**src/design/sdrb_pkg.sv**
```systemverilog
// ----------------------------------------------------------------------------
// sdrb_pkg
// Types and constants shared by the SD host register bank modules.
// ----------------------------------------------------------------------------
package sdrb_pkg;

    typedef enum logic [0:0] {
        ST_IDLE,
        ST_EXEC
    } t_state;

    // commands from the controller to the datapath
    typedef struct packed {
        logic capture;
        logic execute;
    } t_ctrl_cmd;

    localparam logic REQ_READ  = 1'b0;
    localparam logic REQ_WRITE = 1'b1;

    localparam logic [1:0] SIZE_BYTE = 2'd0;
    localparam logic [1:0] SIZE_HALF = 2'd1;

    localparam logic [7:0] OFS_POWER     = 8'h00;
    localparam logic [7:0] OFS_CLOCK     = 8'h04;
    localparam logic [7:0] OFS_ARGUMENT  = 8'h08;
    localparam logic [7:0] OFS_COMMAND   = 8'h0C;
    localparam logic [7:0] OFS_RESP_CMD  = 8'h10;
    localparam logic [7:0] OFS_DATA_TIME = 8'h24;
    localparam logic [7:0] OFS_DATA_LEN  = 8'h28;
    localparam logic [7:0] OFS_DATA_CTRL = 8'h2C;
    localparam logic [7:0] OFS_DATA_CNT  = 8'h30;
    localparam logic [7:0] OFS_STATUS    = 8'h34;
    localparam logic [7:0] OFS_CLEAR     = 8'h38;
    localparam logic [7:0] OFS_MASK      = 8'h3C;

    localparam logic [31:0] BYTE_MASK     = 32'h0000_00FF;
    localparam logic [31:0] HALF_MASK     = 32'h0000_FFFF;
    localparam logic [31:0] WORD_MASK     = 32'hFFFF_FFFF;
    localparam logic [31:0] WAITRESP_MASK = 32'h0000_00C0;
    localparam logic [31:0] CPSM_ENABLE   = 32'h0000_0400;

    localparam logic [7:0] CMD_FLAGS    = 8'hC5;
    localparam logic [7:0] FLAG_TIMEOUT = 8'h04;
    localparam logic [7:0] FLAG_SENT    = 8'h80;

    function automatic logic [31:0] lane_mask(input logic [1:0] size);
        logic [31:0] m;
        case (size)
            SIZE_BYTE: m = BYTE_MASK;
            SIZE_HALF: m = HALF_MASK;
            default:   m = WORD_MASK;
        endcase
        return m;
    endfunction

    function automatic logic [31:0] merge(input logic [31:0] old_v,
                                          input logic [31:0] data,
                                          input logic [31:0] m);
        return (old_v & ~m) | (data & m);
    endfunction

endpackage

```
**src/design/sdrb_ctrl.sv**
```systemverilog
// ----------------------------------------------------------------------------
// sdrb_ctrl
// Access sequencer: captures a request, runs it, strobes the result.
// ----------------------------------------------------------------------------
module sdrb_ctrl
    import sdrb_pkg::*;
(
    input  logic      i_clk,
    input  logic      i_rst_n,
    input  logic      start,
    output logic      busy,
    output t_ctrl_cmd o_cmd,
    output logic      o_done
);

    t_state r_state, n_state;
    logic   r_done;

    always_ff @(posedge i_clk) begin
        if (!i_rst_n) begin
            r_state <= ST_IDLE;
            r_done  <= 1'b0;
        end else begin
            r_state <= n_state;
            r_done  <= o_cmd.execute;
        end
    end

    always_comb begin
        n_state       = r_state;
        o_cmd.capture = 1'b0;
        o_cmd.execute = 1'b0;
        busy          = 1'b0;
        case (r_state)
            ST_IDLE: begin
                if (start) begin
                    o_cmd.capture = 1'b1;
                    n_state       = ST_EXEC;
                end
            end
            ST_EXEC: begin
                busy          = 1'b1;
                o_cmd.execute = 1'b1;
                n_state       = ST_IDLE;
            end
            default: begin
                n_state = ST_IDLE;
            end
        endcase
    end

    assign o_done = r_done;

endmodule

```
**src/design/sdrb_datapath.sv**
```systemverilog
// ----------------------------------------------------------------------------
// sdrb_datapath
// Register file, lane merge, command side effects and read mux.
// ----------------------------------------------------------------------------
module sdrb_datapath
    import sdrb_pkg::*;
(
    input  logic        i_clk,
    input  logic        i_rst_n,
    input  t_ctrl_cmd   i_cmd,
    input  logic        i_req_type,
    input  logic [7:0]  i_reg_offset,
    input  logic [1:0]  i_access_size,
    input  logic [31:0] i_write_data,
    output logic [31:0] o_read_data
);

    // captured request word
    logic        r_req_type;
    logic [7:0]  r_offset;
    logic [1:0]  r_size;
    logic [31:0] r_wdata;

    logic [1:0]  r_power,   n_power;
    logic [31:0] r_clock,   n_clock;
    logic [31:0] r_arg,     n_arg;
    logic [31:0] r_cmd,     n_cmd;
    logic [5:0]  r_cmd_idx, n_cmd_idx;
    logic [31:0] r_dtimer,  n_dtimer;
    logic [31:0] r_dlen,    n_dlen;
    logic [31:0] r_dctrl,   n_dctrl;
    logic [31:0] r_dcount,  n_dcount;
    logic [7:0]  r_status,  n_status;
    logic [31:0] r_irqmask, n_irqmask;
    logic [31:0] r_rdata,   n_rdata;

    logic [31:0] m;
    logic [31:0] merged_cmd;
    logic [31:0] rd_v;

    always_ff @(posedge i_clk) begin
        if (i_cmd.capture) begin
            r_req_type <= i_req_type;
            r_offset   <= i_reg_offset;
            r_size     <= i_access_size;
            r_wdata    <= i_write_data;
        end
        if (i_cmd.execute) begin
            r_rdata <= n_rdata;
        end
    end

    always_ff @(posedge i_clk) begin
        if (!i_rst_n) begin
            r_power   <= '0;
            r_clock   <= '0;
            r_arg     <= '0;
            r_cmd     <= '0;
            r_cmd_idx <= '0;
            r_dtimer  <= '0;
            r_dlen    <= '0;
            r_dctrl   <= '0;
            r_dcount  <= '0;
            r_status  <= '0;
            r_irqmask <= '0;
        end else if (i_cmd.execute) begin
            r_power   <= n_power;
            r_clock   <= n_clock;
            r_arg     <= n_arg;
            r_cmd     <= n_cmd;
            r_cmd_idx <= n_cmd_idx;
            r_dtimer  <= n_dtimer;
            r_dlen    <= n_dlen;
            r_dctrl   <= n_dctrl;
            r_dcount  <= n_dcount;
            r_status  <= n_status;
            r_irqmask <= n_irqmask;
        end
    end

    assign m          = lane_mask(r_size);
    assign merged_cmd = merge(r_cmd, r_wdata, m);

    always_comb begin
        n_power   = r_power;
        n_clock   = r_clock;
        n_arg     = r_arg;
        n_cmd     = r_cmd;
        n_cmd_idx = r_cmd_idx;
        n_dtimer  = r_dtimer;
        n_dlen    = r_dlen;
        n_dctrl   = r_dctrl;
        n_dcount  = r_dcount;
        n_status  = r_status;
        n_irqmask = r_irqmask;
        if (r_req_type == REQ_WRITE) begin
            case (r_offset)
                OFS_POWER:     n_power = r_wdata[1:0] & m[1:0];
                OFS_CLOCK:     n_clock = merge(r_clock, r_wdata, m);
                OFS_ARGUMENT:  n_arg   = merge(r_arg, r_wdata, m);
                OFS_COMMAND: begin
                    n_cmd     = merged_cmd;
                    n_cmd_idx = merged_cmd[5:0];
                    n_status  = r_status & ~CMD_FLAGS;
                    // command machine completes at once
                    if ((merged_cmd & CPSM_ENABLE) != '0) begin
                        if ((merged_cmd & WAITRESP_MASK) == '0) begin
                            n_status = n_status | FLAG_SENT;
                        end else begin
                            n_status = n_status | FLAG_TIMEOUT;
                        end
                    end
                end
                OFS_DATA_TIME: n_dtimer = merge(r_dtimer, r_wdata, m);
                OFS_DATA_LEN: begin
                    n_dlen   = merge(r_dlen, r_wdata, m);
                    n_dcount = n_dlen;
                end
                OFS_DATA_CTRL: n_dctrl   = merge(r_dctrl, r_wdata, m);
                OFS_CLEAR:     n_status  = r_status & ~(r_wdata[7:0] & m[7:0]);
                OFS_MASK:      n_irqmask = merge(r_irqmask, r_wdata, m);
                default: ;
            endcase
        end
    end

    always_comb begin
        case (r_offset)
            OFS_POWER:     rd_v = {30'd0, r_power};
            OFS_CLOCK:     rd_v = r_clock;
            OFS_ARGUMENT:  rd_v = r_arg;
            OFS_COMMAND:   rd_v = r_cmd;
            OFS_RESP_CMD:  rd_v = {26'd0, r_cmd_idx};
            OFS_DATA_TIME: rd_v = r_dtimer;
            OFS_DATA_LEN:  rd_v = r_dlen;
            OFS_DATA_CTRL: rd_v = r_dctrl;
            OFS_DATA_CNT:  rd_v = r_dcount;
            OFS_STATUS:    rd_v = {24'd0, r_status};
            OFS_MASK:      rd_v = r_irqmask;
            default:       rd_v = '0;
        endcase
        n_rdata = (r_req_type == REQ_READ) ? (rd_v & m) : '0;
    end

    assign o_read_data = r_rdata;

endmodule

```
**src/design/sd_host_register_bank_top.sv**
```systemverilog
// ----------------------------------------------------------------------------
// sd_host_register_bank_top
// Register bank of an SD host controller, one bus access at a time.
// ----------------------------------------------------------------------------
// Usage:
//   A request word (i_req_type, i_reg_offset, i_access_size, i_write_data)
//   is taken at the rising edge where start is high and busy is low.
//   The next cycle busy is high while the access runs against the
//   register file; the edge ending it updates the registers and the
//   read data register.
//   o_done is high for exactly one cycle, once the execute state has
//   ended, with o_read_data valid in that cycle (zero for writes).
//   An access is captured in the idle state of the sequencer and run in
//   its execute state. A new request can be taken in the cycle
//   where o_done is high.
//   The receiver cannot stall: every result appears once, for one cycle.
//   Reset (i_rst_n low, synchronous) returns the sequencer to idle,
//   drops o_done and clears every register of the bank to zero.
// ----------------------------------------------------------------------------
module sd_host_register_bank_top
    import sdrb_pkg::*;
(
    input  logic        i_clk,
    input  logic        i_rst_n,
    input  logic        start,
    output logic        busy,
    input  logic        i_req_type,
    input  logic [7:0]  i_reg_offset,
    input  logic [1:0]  i_access_size,
    input  logic [31:0] i_write_data,
    output logic        o_done,
    output logic [31:0] o_read_data
);

    t_ctrl_cmd cmd;

    sdrb_ctrl u_ctrl (
        .i_clk   (i_clk),
        .i_rst_n (i_rst_n),
        .start   (start),
        .busy    (busy),
        .o_cmd   (cmd),
        .o_done  (o_done)
    );

    sdrb_datapath u_datapath (
        .i_clk         (i_clk),
        .i_rst_n       (i_rst_n),
        .i_cmd         (cmd),
        .i_req_type    (i_req_type),
        .i_reg_offset  (i_reg_offset),
        .i_access_size (i_access_size),
        .i_write_data  (i_write_data),
        .o_read_data   (o_read_data)
    );

endmodule

```
**config.mk**
```make
export PLATFORM = sky130hd
export DESIGN_NAME = sd_host_register_bank_top
export DESIGN_NICKNAME = d
export VERILOG_FILES = /design/src/design/sdrb_pkg.sv /design/src/design/sdrb_ctrl.sv /design/src/design/sdrb_datapath.sv /design/src/design/sd_host_register_bank_top.sv
export SDC_FILE = /design/constraint.sdc
export NUM_CORES = 1
export LEC_CHECK = 0
export ABC_AREA = 1
export BUFFER_PORTS_ARGS = -buffer_cell sky130_fd_sc_hd__buf_2
export CAP_MARGIN = 20
export CORE_MARGIN = 1.5
export CORE_UTILIZATION = 57
export CTS_BUF_LIST = sky130_fd_sc_hd__clkbuf_8
export DETAILED_ROUTE_END_ITERATION = 10
export PLACE_DENSITY = 0.79
export SKIP_CTS_REPAIR_TIMING = 1
export SLEW_MARGIN = 20
export SYNTH_ARGS = -nofsm -noshare
export SYNTH_HDL_FRONTEND = slang
export SYNTH_SLANG_ARGS = --single-unit
```
**constraint.sdc**
```tcl
create_clock -name i_clk -period 2.9 [get_ports i_clk]
set_input_delay 0.29 -clock i_clk [delete_from_list [all_inputs] [get_ports i_clk]]
set_output_delay 0.29 -clock i_clk [all_outputs]
set_load 0.02 [all_outputs]
```
==> results.yml <==
global_routing:
  antenna_found_initial: 0
  grt_pass1_wl_um: 52400
  grtUsageTotal_pct: 27.9
  grt_overflow: 0
  grt_pass1_vias: 10360
  grt_max_degree: 123
finish:
  area_growth_pct: 14.4
  final_core_utilization_pct: 66.7
  final_cell_mix: "347 x nand2_1, 344 x nor2_1, 235 x dfxtp_1"
  diodes: 0
  multiInputGateArea_um2: 5050
  fillers: 1811
  drive_gt1_share_pct: 12.7
  seq_area_um2: 6980
  final_common_cell: "nand2_1"
  finalNetCount: 1774
critical_path:
  crit_cells: 10
  cp_slowest_stage_delay_ps: 440
  end_kind: "flop"
  start_kind: "flop"
  crit_type: "reg2reg"
  crit_top_cell: "nand2_1"
  path_cells: "inv_2 > nand2_1 > nor2_2 > nand2_1 > nor2_2 > buf_4 > nand2_1 > inv_1 > nor2_1 > nor2_1"
  worst-path-buf-inv: 3
  slowest_stage: "edfxtp_1"
  r2r_start: "u_datapath.r_offset[3]$_DFFE_PP_"
  critPathTopFamily: "simple AND/OR/NAND/NOR gates"
  cp.required_ps: 3390
  crit_start: "u_datapath.r_offset[3]$_DFFE_PP_"
  r2r_slack_ps: 480
  arrival_ps: 2910
  reg2reg_depth: 10
  worstPathMaxFanout: 11
detailed_routing:
  drt-vias-per-instance: 5.45
  dr.pass1.iters: 8
  wl_um: 33600
  drc: 0
  antenna_left: 0
  routedWlPerCell_um: 16.4
  vias: 11164
  drt_iter0_markers: 1032
clock_network:
  insertion_delay_ps: 570
  cts_max_level: 2
  cts_tree: "built"
  cts_buffers: 50
  root_buffer: "clkbuf_8"
  cts_sinks: 311
  cts.clk_slew.worst_paths_ps: 60
  cts_buffer_depth: 3
yosys:
  syn_area_um2: 12800
  yosysWarnings: 0
  syn-num-nets: 1660
  synthArstFlopShare_pct: 0
  synthFlopType: "dfxtp_1"
  syn_inst: 1614
  ys_seq_area_share_pct: 54.5
  synth-edff-count: 75
  ys_types: 31
  synth.avg_cell_area_um2: 7.94
  ys_ff_latch: 311
outcome:
  outcome: "finished clean"
sta:
  rsz0062_at_grt: "false"
  relSlewSlack_pct: 29.4
  finalHoldViolCount: 0
  finalClockSkew_ps: 15.3
  drv_slew: 0
  max_freq_mhz: 413
  setup_tns_ps: 0
  setup_viol: 0
  finalCritPeriodShare_pct: 83.5
  tightestPinTransition_ps: 1060
  min_period_ps: 2420
  hold_ws_ps: 80.2
die:
  initial_core_util_pct: 58.3
  die_y_um: 153
  rows: 54
  core-area_um2: 22000
  die_x_um: 153
  ioPinCount: 80
  die_area_um2: 23400
worst_hold_path:
  hold_path_class: "in2reg"
placement:
  numPortBuffers: 79
  hpwl_um: 20100
  place.gp.congestion: 0.875
pwr:
  ir_worst_vdd_mv: 0.623
  p_total_w: 0.00844
  p_leak_nw: 5.88
  powerDensity_nw_per_um2: 576
job:
  maxCapViolations: 0
per-layer routing:
metal | routed length (µm) | GRT usage (%)
met5 | 0 | 0
met2 | 16000 | 45.9
met1 | 14100 | 36.8
met3 | 2530 | 4.31
met4 | 982 | 11.8
where the power goes:
part           total (W)  internal (W)  switching [W]
combinational   0.000308      0.000107       0.000200
clock            0.00356       0.00189        0.00167
sequential       0.00457       0.00450      0.0000712
metrics by stage:
| stage | area [µm²] | cells | setup slack, ps |
|---|---|---|---|
| after floorplan | 12800 | 1614 | 380 |
| after global placement | 13300 | 1913 | 692 |
| after detailed placement | 13300 | 1913 | 624 |
| after CTS | 14200 | 2005 | 562 |
| after global routing | 14700 | 2048 | 283 |
| final | 14700 | 2048 | 478 |
cells in the mapped netlist (2+ instances only):
cell        n  share of area (%)
a21oi_1   102                4.0
buf_1       2              0.059
buf_2      19               0.74
buf_4      11               0.64
buf_6      15                1.3
clkbuf_1   36                1.1
dfxtp_1   236                 37
edfxtp_1   75                 18
inv_1      67                2.0
inv_2      11               0.32
nand2_1   347                 10
nand2_2    13               0.63
nand2_4     5               0.44
nand3_1   103                4.0
nand4_1    24                1.2
nor2_1    347                 10
nor2_2      9               0.44
nor2_4      7               0.62
nor2_8      3               0.47
o21ai_0   166                6.5
o21ai_1     6               0.23
cell type report:
| cell class | instances | share of cell area, % |
|---|---|---|
| flip-flops and latches | 311 | 47.6 |
| well taps | 280 | 2.39 |
| multi-input cells | 1139 | 34.5 |
| repair buffers | 146 | 6.88 |
| inverters | 80 | 2.06 |
| clock buffers | 61 | 5.73 |
| clock inverters | 31 | 0.854 |
worst min-delay path by stage:
| stage | slack (ps) | start | endpoint | cells after the start |
|---|---|---|---|---|
| 2_1_floorplan | 390 | i_reg_offset[0] | u_datapath.r_offset[0]$_DFFE_PP_ | 0 |
| 3_3_place_gp | 420 | u_datapath.r_status[4]$_SDFFE_PN0P_ | u_datapath.r_status[4]$_SDFFE_PN0P_ | 2 |
| 3_5_place_dp | 430 | u_datapath.r_status[3]$_SDFFE_PN0P_ | u_datapath.r_status[3]$_SDFFE_PN0P_ | 2 |
| 4_1_cts | -130 | i_write_data[6] | u_datapath.r_wdata[6]$_DFFE_PP_ | 1 |
| 5_1_grt | 90 | start | u_ctrl.r_state$_SDFF_PN0_ | 3 |
| 6_report | 80 | start | u_ctrl.r_state$_SDFF_PN0_ | 3 |
cells by family (layout without fill, tap and decap cells):
family,after synthesis,count (layout),synth area share [%]
AND/OR/NAND/NOR,862,862,28.4
flip-flops,311,311,54.5
AO/OA/AOI/OAI,277,277,10.9
buffers and inverters,164,318,6.21
worst min-delay path: cells and delay by family:
family                 cells  cell delay (ps)
buffers and inverters      2              220
and+or+nand+nor            1               70
Note: power is estimated with default switching activity, not from simulation.
